===== src/rtl/hfp_pkg.sv =====
// Package for the header field line parser: widths, codes, beat and result types.
// Holds the character constants and the keyword match helper used by the back end.
// No dependencies.
package hfp_pkg;

	localparam int MAX_LINE = 4096;
	// offsets and lengths are carried at the width of the result fields
	localparam int POS_W    = 13;
	localparam int NUM_W    = 64;
	localparam int QDEPTH   = 2;
	localparam int QPTR_W   = (QDEPTH > 1) ? $clog2(QDEPTH) : 1;

	typedef logic [POS_W-1:0]  pos_t;
	typedef logic [NUM_W-1:0]  num_t;
	typedef logic [QPTR_W-1:0] qptr_t;
	typedef logic [QPTR_W:0]   qcount_t;

	localparam pos_t MAX_POS = POS_W'(MAX_LINE);

	localparam logic [7:0] CH_SPACE = 8'h20;
	localparam logic [7:0] CH_TAB   = 8'h09;
	localparam logic [7:0] CH_COLON = 8'h3a;
	localparam logic [7:0] CH_QUOTE = 8'h27;
	localparam logic [7:0] CH_LOW_A = 8'h61;
	localparam logic [7:0] CH_LOW_Z = 8'h7a;
	localparam logic [7:0] CH_ZERO  = 8'h30;
	localparam logic [7:0] CH_NINE  = 8'h39;
	localparam logic [7:0] CH_T     = 8'h74;
	localparam logic [7:0] CH_R     = 8'h72;
	localparam logic [7:0] CH_U     = 8'h75;
	localparam logic [7:0] CH_E     = 8'h65;
	localparam logic [7:0] CH_F     = 8'h66;
	localparam logic [7:0] CH_A     = 8'h61;
	localparam logic [7:0] CH_L     = 8'h6c;
	localparam logic [7:0] CH_S     = 8'h73;

	typedef enum logic [2:0] {
		PH_LEAD,
		PH_NAME,
		PH_SEP,
		PH_GAP,
		PH_VALUE,
		PH_ERR
	} phase_t;

	typedef enum logic [2:0] {
		ST_OK       = 3'd0,
		ST_NO_NAME  = 3'd1,
		ST_NO_COLON = 3'd2,
		ST_NO_VALUE = 3'd3,
		ST_OVERFLOW = 3'd4,
		ST_TOO_LONG = 3'd5
	} status_t;

	typedef enum logic [1:0] {
		KIND_BOOL   = 2'd0,
		KIND_UINT   = 2'd1,
		KIND_STRING = 2'd2
	} kind_t;

	// keyword tracker: 1..3 inside "true", 5..8 inside "false"
	typedef logic [3:0] wm_t;
	localparam wm_t WM_START   = 4'd0;
	localparam wm_t WM_T_FIRST = 4'd1;
	localparam wm_t WM_T_LAST  = 4'd3;
	localparam wm_t WM_TRUE    = 4'd4;
	localparam wm_t WM_F_FIRST = 4'd5;
	localparam wm_t WM_F_LAST  = 4'd8;
	localparam wm_t WM_FALSE   = 4'd9;
	localparam wm_t WM_FAIL    = 4'd15;

	typedef struct packed {
		logic [7:0] ch;
		logic       has_char;
		logic       line_end;
		logic       too_long;
		pos_t       pos;
		logic       is_blank;
		logic       is_lower;
		logic       is_digit;
		logic       is_colon;
		logic       is_quote;
	} item_t;

	typedef struct packed {
		status_t status;
		kind_t   kind;
		logic    flag;
		num_t    number;
		pos_t    name_start;
		pos_t    name_length;
		pos_t    value_start;
		pos_t    value_length;
	} res_t;

	function automatic logic [7:0] kw_char(input wm_t wm);
		logic [7:0] c;
		case (wm)
			4'd1:    c = CH_R;
			4'd2:    c = CH_U;
			4'd3:    c = CH_E;
			4'd5:    c = CH_A;
			4'd6:    c = CH_L;
			4'd7:    c = CH_S;
			4'd8:    c = CH_E;
			default: c = 8'h00;
		endcase
		return c;
	endfunction

	function automatic wm_t wm_next(input wm_t wm, input logic [7:0] c);
		wm_t nx;
		if (wm == WM_START) begin
			nx = (c == CH_T) ? WM_T_FIRST : (c == CH_F) ? WM_F_FIRST : WM_FAIL;
		end else if (wm inside {[WM_T_FIRST:WM_T_LAST], [WM_F_FIRST:WM_F_LAST]}) begin
			nx = (c == kw_char(wm)) ? wm + 4'd1 : WM_FAIL;
		end else begin
			nx = WM_FAIL;
		end
		return nx;
	endfunction

endpackage


===== src/rtl/header_field_line_parser.sv =====
// Top level of the header field line parser: front end, beat queue and back end.
// Depends on hfp_pkg, hfp_front, hfp_queue and hfp_back.
//
// Use: feed one line as a stream of beats on the input channel (in_valid/in_ready),
// one character per beat with has_char set; a beat with has_char clear and line_end
// clear does nothing, one with has_char clear and line_end set closes an empty line.
// The beat with line_end set yields exactly one result beat on the output channel
// (out_valid/out_ready): status, value kind, boolean or integer value, and the
// offsets and lengths of name and value. When status is not ok, the other fields are 0.
// A line-end beat passes through the queue to the back end, which registers its result
// and raises out_valid; the pop waits while an earlier result is still held.
// Throughput: one beat per cycle apart from that wait, set by the single back-end update
// per queued beat (classification, multiply by ten with add, result selection).
// Reset clears the queue, the line state and the result valid flag; the next beat
// starts a new line.
// When the receiver stalls, the result holds in the output register; the back end keeps
// consuming beats up to the next line end, then the two-entry queue fills and
// in_ready drops.
module header_field_line_parser import hfp_pkg::*; (
	input  logic        clk,
	input  logic        arst_n,
	input  logic        in_valid,
	output logic        in_ready,
	input  logic [7:0]  character,
	input  logic        has_char,
	input  logic        line_end,
	output logic        out_valid,
	input  logic        out_ready,
	output logic [2:0]  status,
	output logic [1:0]  value_kind,
	output logic        flag_value,
	output logic [63:0] number_value,
	output logic [12:0] name_start,
	output logic [12:0] name_length,
	output logic [12:0] value_start,
	output logic [12:0] value_length
);

	logic  push_valid;
	logic  push_ready;
	item_t push_item;
	logic  pop_valid;
	logic  pop_ready;
	item_t pop_item;
	res_t  res;

	hfp_front u_front (
		.clk        (clk),
		.arst_n     (arst_n),
		.in_valid   (in_valid),
		.in_ready   (in_ready),
		.character  (character),
		.has_char   (has_char),
		.line_end   (line_end),
		.push_valid (push_valid),
		.push_ready (push_ready),
		.push_item  (push_item)
	);

	hfp_queue u_queue (
		.clk        (clk),
		.arst_n     (arst_n),
		.push_valid (push_valid),
		.push_ready (push_ready),
		.push_item  (push_item),
		.pop_valid  (pop_valid),
		.pop_ready  (pop_ready),
		.pop_item   (pop_item)
	);

	hfp_back u_back (
		.clk        (clk),
		.arst_n     (arst_n),
		.item_valid (pop_valid),
		.item_ready (pop_ready),
		.item       (pop_item),
		.out_valid  (out_valid),
		.out_ready  (out_ready),
		.res        (res)
	);

	assign status       = res.status;
	assign value_kind   = res.kind;
	assign flag_value   = res.flag;
	assign number_value = res.number;
	assign name_start   = res.name_start;
	assign name_length  = res.name_length;
	assign value_start  = res.value_start;
	assign value_length = res.value_length;

endmodule


===== src/rtl/hfp_front.sv =====
// Front end of the header field line parser: takes input beats, classifies the character
// and stamps it with its line offset and the too-long mark. Depends on hfp_pkg.
module hfp_front import hfp_pkg::*; (
	input  logic       clk,
	input  logic       arst_n,
	input  logic       in_valid,
	output logic       in_ready,
	input  logic [7:0] character,
	input  logic       has_char,
	input  logic       line_end,
	output logic       push_valid,
	input  logic       push_ready,
	output item_t      push_item
);

	pos_t pos_q;
	logic accept;
	logic at_max;

	assign in_ready   = push_ready;
	assign push_valid = in_valid;
	assign accept     = in_valid & push_ready;
	assign at_max     = (pos_q == MAX_POS);

	always_comb begin
		push_item.ch       = character;
		push_item.has_char = has_char;
		push_item.line_end = line_end;
		push_item.too_long = has_char & at_max;
		push_item.pos      = pos_q;
		push_item.is_blank = (character == CH_SPACE) || (character == CH_TAB);
		push_item.is_lower = (character >= CH_LOW_A) && (character <= CH_LOW_Z);
		push_item.is_digit = (character >= CH_ZERO) && (character <= CH_NINE);
		push_item.is_colon = (character == CH_COLON);
		push_item.is_quote = (character == CH_QUOTE);
	end

	// offset saturates at the line limit; restart at each line end
	always_ff @(posedge clk or negedge arst_n) begin
		if (!arst_n) begin
			pos_q <= '0;
		end else if (accept) begin
			if (line_end) begin
				pos_q <= '0;
			end else if (has_char && !at_max) begin
				pos_q <= pos_q + 1'b1;
			end
		end
	end

endmodule


===== src/rtl/hfp_queue.sv =====
// Short queue between front and back end of the header field line parser.
// Flip-flop storage of classified beats. Depends on hfp_pkg.
module hfp_queue import hfp_pkg::*; (
	input  logic  clk,
	input  logic  arst_n,
	input  logic  push_valid,
	output logic  push_ready,
	input  item_t push_item,
	output logic  pop_valid,
	input  logic  pop_ready,
	output item_t pop_item
);

	item_t   mem_q [QDEPTH];
	qptr_t   wr_ptr_q;
	qptr_t   rd_ptr_q;
	qcount_t count_q;
	logic    do_push;
	logic    do_pop;

	assign push_ready = (count_q != qcount_t'(QDEPTH));
	assign pop_valid  = (count_q != '0);
	assign pop_item   = mem_q[rd_ptr_q];
	assign do_push    = push_valid & push_ready;
	assign do_pop     = pop_valid & pop_ready;

	always_ff @(posedge clk) begin
		if (do_push) begin
			mem_q[wr_ptr_q] <= push_item;
		end
	end

	always_ff @(posedge clk or negedge arst_n) begin
		if (!arst_n) begin
			wr_ptr_q <= '0;
			rd_ptr_q <= '0;
			count_q  <= '0;
		end else begin
			if (do_push) begin
				wr_ptr_q <= (wr_ptr_q == qptr_t'(QDEPTH - 1)) ? '0 : wr_ptr_q + 1'b1;
			end
			if (do_pop) begin
				rd_ptr_q <= (rd_ptr_q == qptr_t'(QDEPTH - 1)) ? '0 : rd_ptr_q + 1'b1;
			end
			if (do_push && !do_pop) begin
				count_q <= count_q + 1'b1;
			end else if (do_pop && !do_push) begin
				count_q <= count_q - 1'b1;
			end
		end
	end

endmodule


===== src/rtl/hfp_back.sv =====
// Back end of the header field line parser: walks the line phases, builds the integer
// and keyword match, and registers one result per line end. Depends on hfp_pkg.
module hfp_back import hfp_pkg::*; (
	input  logic  clk,
	input  logic  arst_n,
	input  logic  item_valid,
	output logic  item_ready,
	input  item_t item,
	output logic  out_valid,
	input  logic  out_ready,
	output res_t  res
);

	phase_t  phase_q, n_phase, ph;
	status_t err_q, n_err;
	pos_t    name_begin_q, n_name_begin;
	pos_t    name_count_q, n_name_count;
	pos_t    value_begin_q, n_value_begin;
	pos_t    last_nb_q, n_last_nb;
	num_t    acc_q, n_acc;
	logic    ovf_q, n_ovf;
	logic    digits_q, n_digits;
	wm_t     wm_q, n_wm;
	logic    oq_q, n_oq;
	logic    lq_q, n_lq;
	logic    done;
	logic    gap;
	wm_t     wm_gap;
	logic    dig_gap;
	logic [NUM_W+3:0] prod;
	logic    do_pop;
	logic    out_valid_q;
	res_t    res_q, res_n;
	pos_t    vlen;

	assign out_valid  = out_valid_q;
	assign res        = res_q;
	assign item_ready = !item.line_end || !out_valid_q || out_ready;
	assign do_pop     = item_valid & item_ready;

	// acc * 10 + digit, carry bits flag overflow
	assign prod = ({4'b0, acc_q} << 3) + ({4'b0, acc_q} << 1)
		+ (NUM_W + 4)'(item.ch - CH_ZERO);

	always_comb begin
		n_phase       = phase_q;
		n_err         = err_q;
		n_name_begin  = name_begin_q;
		n_name_count  = name_count_q;
		n_value_begin = value_begin_q;
		n_last_nb     = last_nb_q;
		n_acc         = acc_q;
		n_ovf         = ovf_q;
		n_digits      = digits_q;
		n_wm          = wm_q;
		n_oq          = oq_q;
		n_lq          = lq_q;
		ph            = phase_q;
		done          = 1'b0;
		gap           = 1'b0;
		wm_gap        = wm_q;
		dig_gap       = digits_q;
		if (item.has_char && err_q != ST_TOO_LONG) begin
			if (item.too_long) begin
				n_err   = ST_TOO_LONG;
				n_phase = PH_ERR;
			end else begin
				if (ph == PH_LEAD) begin
					if (item.is_blank) begin
						done = 1'b1;
					end else begin
						n_name_begin = item.pos;
						ph           = PH_NAME;
					end
				end
				if (!done && ph == PH_NAME) begin
					if (item.is_lower) begin
						n_name_count = name_count_q + 1'b1;
						done         = 1'b1;
					end else begin
						ph = PH_SEP;
					end
				end
				if (!done && ph == PH_SEP) begin
					done = 1'b1;
					if (!item.is_blank) begin
						if (item.is_colon) begin
							ph = PH_GAP;
						end else begin
							n_err = ST_NO_COLON;
							ph    = PH_ERR;
						end
					end
				end
				if (!done && ph == PH_GAP) begin
					if (item.is_blank) begin
						done = 1'b1;
					end else begin
						n_value_begin = item.pos;
						n_oq          = item.is_quote;
						ph            = PH_VALUE;
					end
				end
				if (!done && ph == PH_VALUE && !item.is_blank) begin
					// an interior blank run makes the value a string
					gap     = (item.pos != n_value_begin) && (last_nb_q + 1'b1 != item.pos);
					wm_gap  = gap ? WM_FAIL : wm_q;
					dig_gap = digits_q & ~gap;
					if (item.is_digit) begin
						if (dig_gap && !ovf_q) begin
							if (prod[NUM_W+3:NUM_W] != '0) begin
								n_ovf = 1'b1;
							end else begin
								n_acc = prod[NUM_W-1:0];
							end
						end
						n_digits = dig_gap;
					end else begin
						n_digits = 1'b0;
					end
					n_wm      = wm_next(wm_gap, item.ch);
					n_lq      = item.is_quote;
					n_last_nb = item.pos;
				end
				n_phase = ph;
			end
		end
	end

	always_comb begin
		res_n = '0;
		vlen  = n_last_nb - n_value_begin + 1'b1;
		case (n_phase)
			PH_ERR:           res_n.status = n_err;
			PH_LEAD:          res_n.status = ST_NO_NAME;
			PH_NAME, PH_SEP:  res_n.status = ST_NO_COLON;
			PH_GAP:           res_n.status = ST_NO_VALUE;
			default:          res_n.status = ST_OK;
		endcase
		if (res_n.status == ST_OK) begin
			res_n.name_start   = n_name_begin;
			res_n.name_length  = n_name_count;
			res_n.value_start  = n_value_begin;
			res_n.value_length = vlen;
			if (n_wm == WM_TRUE) begin
				res_n.kind = KIND_BOOL;
				res_n.flag = 1'b1;
			end else if (n_wm == WM_FALSE) begin
				res_n.kind = KIND_BOOL;
			end else if (n_digits) begin
				if (n_ovf) begin
					res_n = '0;
					res_n.status = ST_OVERFLOW;
				end else begin
					res_n.kind   = KIND_UINT;
					res_n.number = n_acc;
				end
			end else begin
				res_n.kind = KIND_STRING;
				// strip enclosing quotes; a lone quote leaves an empty span
				if (n_oq && n_lq) begin
					res_n.value_start  = n_value_begin + 1'b1;
					res_n.value_length = (vlen >= pos_t'(2)) ? vlen - pos_t'(2) : '0;
				end
			end
		end
	end

	always_ff @(posedge clk) begin
		if (do_pop && item.line_end) begin
			res_q <= res_n;
		end
	end

	always_ff @(posedge clk or negedge arst_n) begin
		if (!arst_n) begin
			out_valid_q <= 1'b0;
		end else if (do_pop && item.line_end) begin
			out_valid_q <= 1'b1;
		end else if (out_ready) begin
			out_valid_q <= 1'b0;
		end
	end

	always_ff @(posedge clk or negedge arst_n) begin
		if (!arst_n) begin
			phase_q       <= PH_LEAD;
			err_q         <= ST_OK;
			name_begin_q  <= '0;
			name_count_q  <= '0;
			value_begin_q <= '0;
			last_nb_q     <= '0;
			acc_q         <= '0;
			ovf_q         <= 1'b0;
			digits_q      <= 1'b1;
			wm_q          <= WM_START;
			oq_q          <= 1'b0;
			lq_q          <= 1'b0;
		end else if (do_pop) begin
			if (item.line_end) begin
				// line end taken and result registered: start the next line clean
				phase_q       <= PH_LEAD;
				err_q         <= ST_OK;
				name_begin_q  <= '0;
				name_count_q  <= '0;
				value_begin_q <= '0;
				last_nb_q     <= '0;
				acc_q         <= '0;
				ovf_q         <= 1'b0;
				digits_q      <= 1'b1;
				wm_q          <= WM_START;
				oq_q          <= 1'b0;
				lq_q          <= 1'b0;
			end else begin
				phase_q       <= n_phase;
				err_q         <= n_err;
				name_begin_q  <= n_name_begin;
				name_count_q  <= n_name_count;
				value_begin_q <= n_value_begin;
				last_nb_q     <= n_last_nb;
				acc_q         <= n_acc;
				ovf_q         <= n_ovf;
				digits_q      <= n_digits;
				wm_q          <= n_wm;
				oq_q          <= n_oq;
				lq_q          <= n_lq;
			end
		end
	end

endmodule

===== config.mk =====
export PLATFORM = sky130hd
export DESIGN_NAME = header_field_line_parser
export DESIGN_NICKNAME = d
export VERILOG_FILES = /design/src/rtl/hfp_pkg.sv /design/src/rtl/header_field_line_parser.sv /design/src/rtl/hfp_front.sv /design/src/rtl/hfp_queue.sv /design/src/rtl/hfp_back.sv
export SDC_FILE = /design/constraint.sdc
export NUM_CORES = 1
export LEC_CHECK = 0
export BUFFER_PORTS_ARGS = -buffer_cell sky130_fd_sc_hd__buf_2
export CAP_MARGIN = 20
export CELL_PAD_IN_SITES_DETAIL_PLACEMENT = 0
export CELL_PAD_IN_SITES_GLOBAL_PLACEMENT = 1
export CORE_MARGIN = 10
export CORE_UTILIZATION = 49
export DETAILED_ROUTE_END_ITERATION = 8
export GPL_TIMING_DRIVEN = 0
export PLACE_DENSITY = 0.85
export SLEW_MARGIN = 20
export SYNTH_ARGS = -nofsm -noshare
export SYNTH_HDL_FRONTEND = slang
export SYNTH_HIERARCHICAL = 1
export SYNTH_SLANG_ARGS = --single-unit

===== constraint.sdc =====
create_clock -name clk -period 14.15 [get_ports clk]
set_clock_uncertainty 0.05 [all_clocks]
set_input_delay 1.415 -clock clk [delete_from_list [all_inputs] [get_ports clk]]
set_output_delay 1.415 -clock clk [all_outputs]
set_load 0.02 [all_outputs]

==> key figures, run 1 <==
CTS
  • Clock Latency Late Sink: 0.58 ns
  • CTS tree: built
  • Root buf cell: clkbuf_16
  • Total clock buffers created by CTS: 38
  • Clock buffer depth: 3
  • Clock transition at the register clock pins on the worst setup and hold paths after CTS: 0.06 ns
  • H-Tree Depth: 2
  • Number of sinks handled by clock tree synthesis: 328
  • Hold buffers post-CTS: 0
  • Post-CTS Resized: 0
  • Post-CTS setup buffer count: 0

Logic synthesis
  • Synthesized area: 22300 um^2
  • Yosys top cell area share: 0.242
  • Count of cell types in the netlist: 97
  • Post-Syn Instances: 2250
  • Synth Flop Type: edfxtp_1
  • Cell type with the largest total area after synthesis: edfxtp_1
  • Count of flip-flops with a built-in enable after synthesis: 180
  • Part of the Yosys area used for sequential elements: 0.408
  • Number of warning messages in the yosys log: 6
  • Net count of the mapped netlist: 2429
  • Post-synthesis async set-or-reset flop share: 0.451
  • Cells taking the most area after synthesis: edfxtp_1, dfrtp_1, fa_1
  • Yosys reg bits: 328
  • Count leader, synth: nand2_1
  • List of most frequent post-synthesis cells: nand2_1, edfxtp_1, nor2_1
  • Average cell area after synthesis: 9.93 um^2

Min path
  • Number of instances on the worst hold path: 2
  • Min-Delay Startpoint: u_back/lq_q$_DFFE_PN0P_
  • Hold Path End: u_back/lq_q$_DFFE_PN0P_
  • HP Class: register to register

Power and ir drop
  • Power dissipated by switching net loads: 2.06 mW
  • Leakage power summed over all cells: 10.5 nW
  • Switching power as a share of total power: 0.441
  • Gate power share: 0.483
  • Reg power frac: 0.295
  • Relative contribution of the clock network to total power: 0.222
  • Total Power: 4.68 mW
  • Internal power summed over all cells: 2.62 mW
  • Worst IR Drop VDD: 0.151 mV
  • Pwr dens: 185 nW/um^2

Die
  • Die outline area: 54500 um^2
  • Core footprint: 45200 um^2
  • Site row count: 78
  • Die outline height: 234 um
  • Starting Density: 0.494
  • Ports: 138
  • Die extent in x: 234 um

Setup path
  • Arrival @ worst endpoint: 8.48 ns
  • Launching point of the worst reg2reg path: u_queue/rd_ptr_q$_DFFE_PN0P_
  • Critical path fanouts, max: 10
  • Buffer and inverter count on the worst path: 7
  • Worst r2r path cells: 23
  • R2r setup slk: 5.92 ns
  • Highest-delay cell along the critical path: o21ai_1
  • Most numerous cell on the critical path: buf_4
  • Type of origin of the critical path: register
  • Cell-by-cell trace of the critical path: buf_6 -> mux2_2 -> ha_1 -> nor3_2 -> buf_6 -> buf_4 -> buf_4 -> buf_4 -> fa_1 -> ha_1 -> clkbuf_1 -> nand4_1 -> or4_1 -> or4b_1 -> a31oi_1 -> o311ai_1 -> mux2i_1 -> or3_1 -> nand4_1 -> a22oi_1 -> o21ai_1 -> buf_2 -> a21oi_1
  • WS Path Type: register to register
  • Setup crit end kind: register
  • Largest stage delay on the critical path: 0.82 ns
  • Dominant delay contributor by cell family on the critical path: simple AND/OR/NAND/NOR gates
  • End of the worst register-to-register path: u_back/res[45]$_SDFFCE_PP0P_
  • Worst path required time: 14.39 ns

Placement
  • Number of cells in the design after placement: 2997
  • Post-DP Area: 23900 um^2
  • Dpl ws: 5.91 ns
  • Final estimated routing congestion in global placement: 0.922
  • Post-detail-place hpwl: 47.9 mm
  • Input/output buffers: 137

Final layout
  • Layout net count: 2616
  • Filler instances: 4037
  • Seq. cell area: 9110 um^2
  • Final standard cell utilization of the core: 0.559
  • Combined area of the multi-input logic cells: 12300 um^2
  • Cell area after layout: 25300 um^2
  • Non-filler cells, final: 3066
  • Fraction of final layout cells sized beyond drive strength 1: 0.136
  • P&R area growth vs syn: 13.1%

GRT
  • GR Layer Usage met1: 0.282
  • Global routing usage summed across all routing layers: 0.229
  • Initial antenna violation count: 1
  • Met2 track demand over resource in global routing: 0.404
  • Global-route wire length before repair: 101 mm
  • Global-route layer with the greatest usage: met2
  • GR met3 Demand/Resource: 0.0354
  • Remaining global-route overflow: 0
  • Via count of the first global-routing pass: 18300
  • Pin count of the biggest net entering global routing: 86

Routing
  • Final wirelength: 62.9 mm
  • Number of routed nets with antenna violations: 0
  • Detailed-route DRC error count: 0
  • DRC violation total after the first TritonRoute iteration: 1411
  • Total number of vias: 18300
  • Initial DRT Pass Iterations: 5
  • Vias per std cell: 5.97
  • Wire length per cell: 20.5 um

Status
  • Outcome: completed

Timing
  • Count of endpoints failing hold in the final timing report: 0
  • Max-slew headroom: 0.276
  • Setup repair after global routing missed its margin: false
  • Slew at the pin closest to its max-slew limit: 1.07 ns
  • Setup slack after layout: 5.92 ns
  • Crit path time final: 8.23 ns
  • Final-layout worst hold slack: 0.440 ns
  • Final setup violation count: 0
  • Max-slew violation count: 0
  • Fin Setup TNS: 0 ns
  • Fin crit share: 0.582
  • Maximum clock frequency: 121 MHz

Run
  • MaxCap Viol Count: 0
metal layers:
metal,wire [um],vias to the layer above
met4,1650,0
li1,-,8646
met1,26100,9087
met5,0,-
met2,31800,473
met3,3280,98
placed cells by master (no fill, tap or decap), drive strengths merged, types with 29 or more instances in the layout:
master	n
nor2	160
mux2i	70
inv	69
a21oi	148
fa	64
nand3	46
xnor2	70
nand2	258
a21o	37
a22o	64
mux2	29
clkbuf	127
dfrtp	147
o21ai	155
ha	101
buf	199
edfxtp	180
nand4	36
xor2	50
nor3	39
state kept, by name, summed over array words and instances, names as in the netlist, 2 cells and up:
name / cells
u_back/last_nb_q: 13
u_back/phase_q: 3
u_back/name_begin_q: 13
u_back/res: 122
u_queue/count_q: 2
u_front/pos_q: 13
u_back/err_q: 3
u_back/wm_q: 4
u_back/value_begin_q: 13
u_queue/mem_q: 58
u_back/acc_q: 64
u_back/name_count_q: 13
power groups by stage:
stage / clock [mW] / sequential [mW] / combinational [mW]
after floorplan: 0 / 1.59 / 1.35
after detailed placement: 0 / 1.40 / 2.25
after CTS: 1.06 / 1.38 / 2.27
after global routing: 1.10 / 1.40 / 2.47
final: 1.04 / 1.38 / 2.26
after global placement: 0 / 1.41 / 2.18
area by class of cell:
class                           instances  area share
Tap cell                              600      0.0297
Antenna cell                            1   0.0000990
Inverter                               66      0.0100
Buffer                                135      0.0275
Multi-Input combinational cell       1721       0.487
Sequential cell                       328       0.360
Clock buffer                           44      0.0393
Timing Repair Buffer                  147      0.0330
Clock inverter                         24      0.0130
how the worst max path moves through the flow:
stage / to / from / cells after the start / slack, ns
2_1_floorplan: u_back/res[103]$_SDFFCE_PP0P_ / u_queue/rd_ptr_q$_DFFE_PN0P_ / 22 / 2.98
3_3_place_gp: u_back/res[45]$_SDFFCE_PP0P_ / u_queue/rd_ptr_q$_DFFE_PN0P_ / 19 / -0.59
3_5_place_dp: u_back/res[45]$_SDFFCE_PP0P_ / u_queue/rd_ptr_q$_DFFE_PN0P_ / 23 / 5.91
4_1_cts: u_back/res[45]$_SDFFCE_PP0P_ / u_queue/rd_ptr_q$_DFFE_PN0P_ / 23 / 5.86
5_1_grt: u_back/res[45]$_SDFFCE_PP0P_ / u_queue/rd_ptr_q$_DFFE_PN0P_ / 23 / 5.62
6_report: u_back/res[45]$_SDFFCE_PP0P_ / u_queue/rd_ptr_q$_DFFE_PN0P_ / 23 / 5.92
logic make-up (layout without fill, tap and decap cells):
kind of cell               Yosys count  after routing  synth area share
buffers and inverters              201            416            0.0422
AOI/OAI and AO/OA                  612            612             0.181
DFF                                328            328             0.408
other                                0              1                 0
and+or+nand+nor                    725            725             0.162
xor gates and xnor gates           120            120            0.0470
muxes                               99             99            0.0460
adders and majority gates          165            165             0.114
worst register-to-register path, cell delays in order (launching register included):
cell	delay, ns
dfrtp_1	0.41
buf_6	0.19
mux2_2	0.44
ha_1	0.28
nor3_2	0.53
buf_6	0.25
buf_4	0.23
buf_4	0.24
buf_4	0.23
fa_1	0.44
ha_1	0.28
clkbuf_1	0.28
nand4_1	0.13
or4_1	0.49
or4b_1	0.54
a31oi_1	0.43
o311ai_1	0.23
mux2i_1	0.16
or3_1	0.33
nand4_1	0.21
a22oi_1	0.23
o21ai_1	0.82
buf_2	0.43
a21oi_1	0.11
Power figures use the tool's default switching activity.
==> run 2, diff against run 1 <==
--- a/config.mk
+++ b/config.mk
@@ -10,10 +10,10 @@
 export CELL_PAD_IN_SITES_DETAIL_PLACEMENT = 0
 export CELL_PAD_IN_SITES_GLOBAL_PLACEMENT = 1
 export CORE_MARGIN = 10
-export CORE_UTILIZATION = 49
+export CORE_UTILIZATION = 44
 export DETAILED_ROUTE_END_ITERATION = 8
 export GPL_TIMING_DRIVEN = 0
-export PLACE_DENSITY = 0.85
+export PLACE_DENSITY = 0.81
 export SLEW_MARGIN = 20
 export SYNTH_ARGS = -nofsm -noshare
 export SYNTH_HDL_FRONTEND = slang
==> constraint.sdc (replaced) <==
create_clock -name clk -period 6.7 [get_ports clk]
set_clock_uncertainty 0.05 [all_clocks]
set_input_delay 0.67 -clock clk [delete_from_list [all_inputs] [get_ports clk]]
set_output_delay 0.67 -clock clk [all_outputs]
set_load 0.02 [all_outputs]
==> key figures, run 2 (synthesis results as in run 1) <==
Setup path
  • Buffer and inverter count on the worst path: 7
  • Arrival @ worst endpoint: 6.84 ns
  • Largest stage delay on the critical path: 0.58 ns
  • Worst path required time: 7.02 ns
  • Highest-delay cell along the critical path: or4b_1
  • Critical path fanouts, max: 14
  • Type of origin of the critical path: register
  • Setup crit end kind: register
  • WS Path Type: register to register
  • Cell-by-cell trace of the critical path: buf_6 -> mux2_4 -> ha_4 -> nor3_4 -> buf_4 -> buf_6 -> buf_8 -> fa_1 -> ha_1 -> clkbuf_8 -> nand4_1 -> or4_4 -> or4b_1 -> a31oi_4 -> o311ai_2 -> mux2i_1 -> or3_1 -> nand4_1 -> buf_4 -> a22oi_2 -> clkbuf_8 -> a21oi_1 -> o32ai_1
  • Dominant delay contributor by cell family on the critical path: simple AND/OR/NAND/NOR gates

Power and ir drop
  • Total Power: 10.2 mW
  • Pwr dens: 393 nW/um^2
  • Switching power as a share of total power: 0.440
  • Leakage power summed over all cells: 10.7 nW
  • Worst IR Drop VDD: 0.251 mV
  • Gate power share: 0.492
  • Internal power summed over all cells: 5.72 mW
  • Relative contribution of the clock network to total power: 0.224
  • Power dissipated by switching net loads: 4.50 mW
  • Reg power frac: 0.285

Routing
  • Initial DRT Pass Iterations: 6
  • Total number of vias: 18200
  • Number of routed nets with antenna violations: 0
  • DRC violation total after the first TritonRoute iteration: 1437
  • Wire length per cell: 20.4 um
  • Vias per std cell: 5.75
  • Final wirelength: 64.3 mm
  • Detailed-route DRC error count: 0

Die
  • Starting Density: 0.445
  • Core footprint: 50200 um^2
  • Die outline height: 245 um
  • Ports: 138
  • Die outline area: 60200 um^2
  • Site row count: 82
  • Die extent in x: 245 um

Final layout
  • Number of flip-flops in the largest register: 122
  • Antenna cell count: 0
  • Most common cell after layout, fill and taps aside: nand2_1
  • Final standard cell utilization of the core: 0.518
  • P&R area growth vs syn: 16.3%
  • Fraction of final layout cells sized beyond drive strength 1: 0.165
  • Cell area after layout: 26000 um^2
  • Commonest cells after routing, fill and taps aside: nand2_1, edfxtp_1, dfrtp_1, nor2_1, buf_2
  • Layout net count: 2636
  • Non-filler cells, final: 3160

Timing
  • Maximum clock frequency: 153 MHz
  • Setup slack after layout: 0.182 ns
  • Crit path time final: 6.52 ns
  • Max-slew violation count: 0
  • Final-layout worst hold slack: 0.263 ns
  • Final setup violation count: 0
  • Slew at the pin closest to its max-slew limit: 1.21 ns
  • Max-slew headroom: 0.186
  • Count of endpoints failing hold in the final timing report: 0
  • Fin Setup TNS: 0 ns
  • Fin crit share: 0.973

CTS
  • H-Tree Depth: 2
  • Clock Latency Late Sink: 0.60 ns
  • Clock buffer depth: 3
  • Clock transition at the register clock pins on the worst setup and hold paths after CTS: 0.06 ns
  • Number of sinks handled by clock tree synthesis: 328
  • CTS tree: built
  • Root buf cell: clkbuf_16
  • Total clock buffers created by CTS: 39

GRT
  • Pin count of the biggest net entering global routing: 65
  • Global-route wire length before repair: 104 mm
  • Met2 track demand over resource in global routing: 0.376
  • Via count of the first global-routing pass: 18500
  • Initial antenna violation count: 0
  • Remaining global-route overflow: 0
  • Global routing usage summed across all routing layers: 0.213
  • GR Layer Usage met1: 0.264
  • Global-route layer with the greatest usage: met2
  • GR met3 Demand/Resource: 0.0321

Status
  • Outcome: completed

Placement
  • Dpl ws: -0.905 ns
  • Post-detail-place hpwl: 49.0 mm
  • Input/output buffers: 137
  • Post-DP Area: 24300 um^2
  • Number of cells in the design after placement: 3067
  • Final estimated routing congestion in global placement: 0.911

Run
  • MaxCap Viol Count: 0

Min path
  • HP Class: primary input to register
-- run 2: layout make-up --
type	instances	area [um^2]
fillers	4647	24200
multi-input cells	1721	12600
flip-flops and latches	328	9110
clock buffers	46	1040
repair buffers	166	1020
well taps	672	841
plain buffers	135	806
clock inverters	26	362
inverters	66	253
-- run 2: power by group through the flow --
stage / clock, mW / sequential [mW] / combinational (mW)
CTS: 2.35 / 2.92 / 4.98
finish: 2.28 / 2.91 / 5.02
detailed placement: 0 / 2.95 / 4.88
global placement: 0 / 2.99 / 4.73
global route: 2.41 / 2.97 / 5.48
floorplan: 0 / 3.37 / 2.96
-- run 2: routing by layer --
metal | up-vias | routed length [um] | part of all wire
li1 | 8689 | - | -
met1 | 8979 | 27500 | 0.43
met2 | 422 | 32000 | 0.50
met3 | 95 | 3120 | 0.048
met4 | 0 | 1760 | 0.027
met5 | - | 0 | 0
-- run 2: path summary, 6_finish.rpt --
path                       slack, ns                            endpoint  cells past startpoint                         start
min                             0.26        u_back/out_valid$_DFFE_PN0P_                      2                     out_ready
max reg2reg                     0.18        u_back/res[23]$_SDFFCE_PP0P_                     23  u_queue/rd_ptr_q$_DFFE_PN0P_
max                             0.18        u_back/res[23]$_SDFFCE_PP0P_                     23  u_queue/rd_ptr_q$_DFFE_PN0P_
min reg2reg                     0.44             u_back/lq_q$_DFFE_PN0P_                      2       u_back/lq_q$_DFFE_PN0P_
min in group asynchronous       0.51        u_back/acc_q[19]$_DFFE_PN0P_                      2                        arst_n
max in group asynchronous       5.16  u_back/name_begin_q[9]$_DFFE_PN0P_                      4                        arst_n
-- run 2: worst reg2reg max path, delay by kind of cell (launching register included) --
kind	cells	cell delay (ns)
compound gates	5	1.23
mux	2	0.52
simple gates	6	1.71
buf+inv	7	1.42
fa+ha+maj	3	0.94
flops	1	0.42
-- run 2: repair_timing --
action                                  4_1_cts  5_1_grt
hold buffers                                  1        0
resized for setup                            19       23
endpoints found under the setup margin      182      147
setup buffers                                 8       12
endpoints found under the hold margin        37        0
pin swaps                                     4        4
==> run 3, diff against run 2 <==
--- a/config.mk
+++ b/config.mk
@@ -10,10 +10,10 @@
 export CELL_PAD_IN_SITES_DETAIL_PLACEMENT = 0
 export CELL_PAD_IN_SITES_GLOBAL_PLACEMENT = 1
 export CORE_MARGIN = 10
-export CORE_UTILIZATION = 44
+export CORE_UTILIZATION = 30
 export DETAILED_ROUTE_END_ITERATION = 8
 export GPL_TIMING_DRIVEN = 0
-export PLACE_DENSITY = 0.81
+export PLACE_DENSITY = 0.6
 export SLEW_MARGIN = 20
 export SYNTH_ARGS = -nofsm -noshare
 export SYNTH_HDL_FRONTEND = slang
==> key figures, run 3 (synthesis results as in run 1) <==
CTS
  • Root buf cell: clkbuf_16
  • Total clock buffers created by CTS: 42
  • Clock transition at the register clock pins on the worst setup and hold paths after CTS: 0.06 ns
  • H-Tree Depth: 2
  • Hold buffers post-CTS: 0
  • CTS tree: built
  • Number of sinks handled by clock tree synthesis: 328
  • Clock Latency Late Sink: 0.61 ns
  • Clock buffer depth: 3

Die
  • Die outline area: 85800 um^2
  • Die extent in x: 293 um
  • Site row count: 100
  • Die outline height: 293 um
  • Ports: 138
  • Starting Density: 0.301
  • Core footprint: 74200 um^2

Run
  • MaxCap Viol Count: 0

Routing
  • Wire length per cell: 20.4 um
  • Number of routed nets with antenna violations: 0
  • Detailed-route DRC error count: 0
  • DRC violation total after the first TritonRoute iteration: 1130
  • Final wirelength: 70.7 mm
  • Initial DRT Pass Iterations: 7
  • Vias per std cell: 5.26
  • Total number of vias: 18200

Setup path
  • Dominant delay contributor by cell family on the critical path: simple AND/OR/NAND/NOR gates
  • Setup crit end kind: register
  • End of the worst register-to-register path: u_back/res[4]$_SDFFCE_PP0P_
  • R2r setup slk: 0.25 ns
  • Worst r2r path cells: 23
  • WS Path Type: register to register
  • Largest stage delay on the critical path: 0.58 ns
  • Arrival @ worst endpoint: 6.71 ns
  • Highest-delay cell along the critical path: or4_1
  • Cell-by-cell trace of the critical path: buf_6 -> mux2_2 -> nand4bb_2 -> nor4_4 -> buf_6 -> mux2i_4 -> inv_1 -> ha_1 -> inv_1 -> ha_1 -> fa_1 -> a21o_1 -> a21oi_1 -> o21bai_1 -> a21oi_2 -> xnor2_1 -> or4_1 -> or3_1 -> o41ai_4 -> buf_4 -> or4_1 -> nor2_1 -> a311o_1
  • Launching point of the worst reg2reg path: u_queue/rd_ptr_q$_DFFE_PN0P_
  • Type of origin of the critical path: register
  • Critical Path Stages: 23
  • Buffer and inverter count on the worst path: 5
  • Worst path required time: 6.96 ns
  • Critical path fanouts, max: 10

Placement
  • Final estimated routing congestion in global placement: 0.882
  • Post-detail-place hpwl: 53.9 mm
  • Post-DP Area: 24700 um^2
  • Input/output buffers: 137
  • Dpl ws: -1.07 ns

Final layout
  • Cell area after layout: 26600 um^2
  • P&R area growth vs syn: 18.9%
  • Fraction of final layout cells sized beyond drive strength 1: 0.170
  • Final standard cell utilization of the core: 0.358
  • Number of flip-flops in the largest register: 122
  • Most common cell after layout, fill and taps aside: nand2_1
  • Layout net count: 2631
  • Commonest cells after routing, fill and taps aside: nand2_1, edfxtp_1, dfrtp_1, buf_2, nor2_1

Timing
  • Count of endpoints failing hold in the final timing report: 1
  • Fin crit share: 0.963
  • Maximum clock frequency: 155 MHz
  • Slew at the pin closest to its max-slew limit: 1.11 ns
  • Setup slack after layout: 0.247 ns
  • Crit path time final: 6.45 ns
  • Max-slew violation count: 0
  • Max-slew headroom: 0.251
  • Fin Setup TNS: 0 ns
  • Final setup violation count: 0
  • Final-layout worst hold slack: -0.00451 ns

Power and ir drop
  • Leakage power summed over all cells: 10.8 nW
  • Pwr dens: 396 nW/um^2
  • Total Power: 10.5 mW
  • Worst IR Drop VDD: 0.228 mV

GRT
  • Remaining global-route overflow: 0
  • Global routing usage summed across all routing layers: 0.162
  • Initial antenna violation count: 3
  • Global-route wire length before repair: 111 mm
  • Via count of the first global-routing pass: 18600
  • Pin count of the biggest net entering global routing: 83

Status
  • Failing checks: hold timing
  • Outcome: finished, violations left

Min path
  • HP Class: primary input to asynchronous set/reset pin
==> run 3: routing by layer <==
layer,vias to the layer above,track usage,share of wire
met4,0,0.0424,0.021
met2,380,0.286,0.50
met5,-,0,0
met1,9025,0.207,0.44
li1,8685,-,-
met3,79,0.0207,0.037
==> run 3: final cells by class <==
| type | count | area, um^2 |
|---|---|---|
| Inverter | 66 | 253 |
| Sequential cell | 328 | 9110 |
| Clock inverter | 30 | 417 |
| Timing Repair Buffer | 163 | 1030 |
| Clock buffer | 48 | 1080 |
| Tap cell | 969 | 1210 |
| Buffer | 130 | 806 |
| Antenna cell | 1 | 2.50 |
| Multi-Input combinational cell | 1721 | 12600 |
| Fill cell | 7499 | 47600 |
==> run 3: report_power, final <==
| group | switching, mW | internal [mW] | total, mW | leakage [nW] |
|---|---|---|---|---|
| logic | 3.49 | 1.67 | 5.16 | 6.24 |
| clock network | 0.981 | 1.46 | 2.44 | 0.719 |
| registers | 0.177 | 2.74 | 2.92 | 3.81 |
| total | 4.65 | 5.86 | 10.5 | 10.8 |
==> run 3: worst max path at each step <==
| stage | from | endpoint |
|---|---|---|
| after floorplan | u_queue/rd_ptr_q$_DFFE_PN0P_ | u_back/res[100]$_SDFFCE_PP0P_ |
| after detailed placement | u_queue/rd_ptr_q$_DFFE_PN0P_ | u_back/res[11]$_SDFFCE_PP0P_ |
| after CTS | u_queue/rd_ptr_q$_DFFE_PN0P_ | u_back/res[59]$_SDFFCE_PP0P_ |
| final | u_queue/rd_ptr_q$_DFFE_PN0P_ | u_back/res[4]$_SDFFCE_PP0P_ |
| after global placement | u_queue/rd_ptr_q$_DFFE_PN0P_ | u_back/res[74]$_SDFFCE_PP0P_ |
| after global routing | u_queue/rd_ptr_q$_DFFE_PN0P_ | u_back/res[4]$_SDFFCE_PP0P_ |
==> run 3: stage by stage <==
step / std cells / hold WS [ns]
2_1_floorplan: 2250 / 0.324
3_3_place_gp: 3356 / 0.413
3_5_place_dp: 3365 / 0.432
4_1_cts: 3450 / 0.0220
5_1_grt: 3456 / 0.0188
6_report: 3456 / -0.00451
==> run 3: timing repair <==
action,in CTS,in global routing
resized for setup,23,48
setup buffers,7,10
pin swaps,4,3
endpoints found under the setup margin,182,136
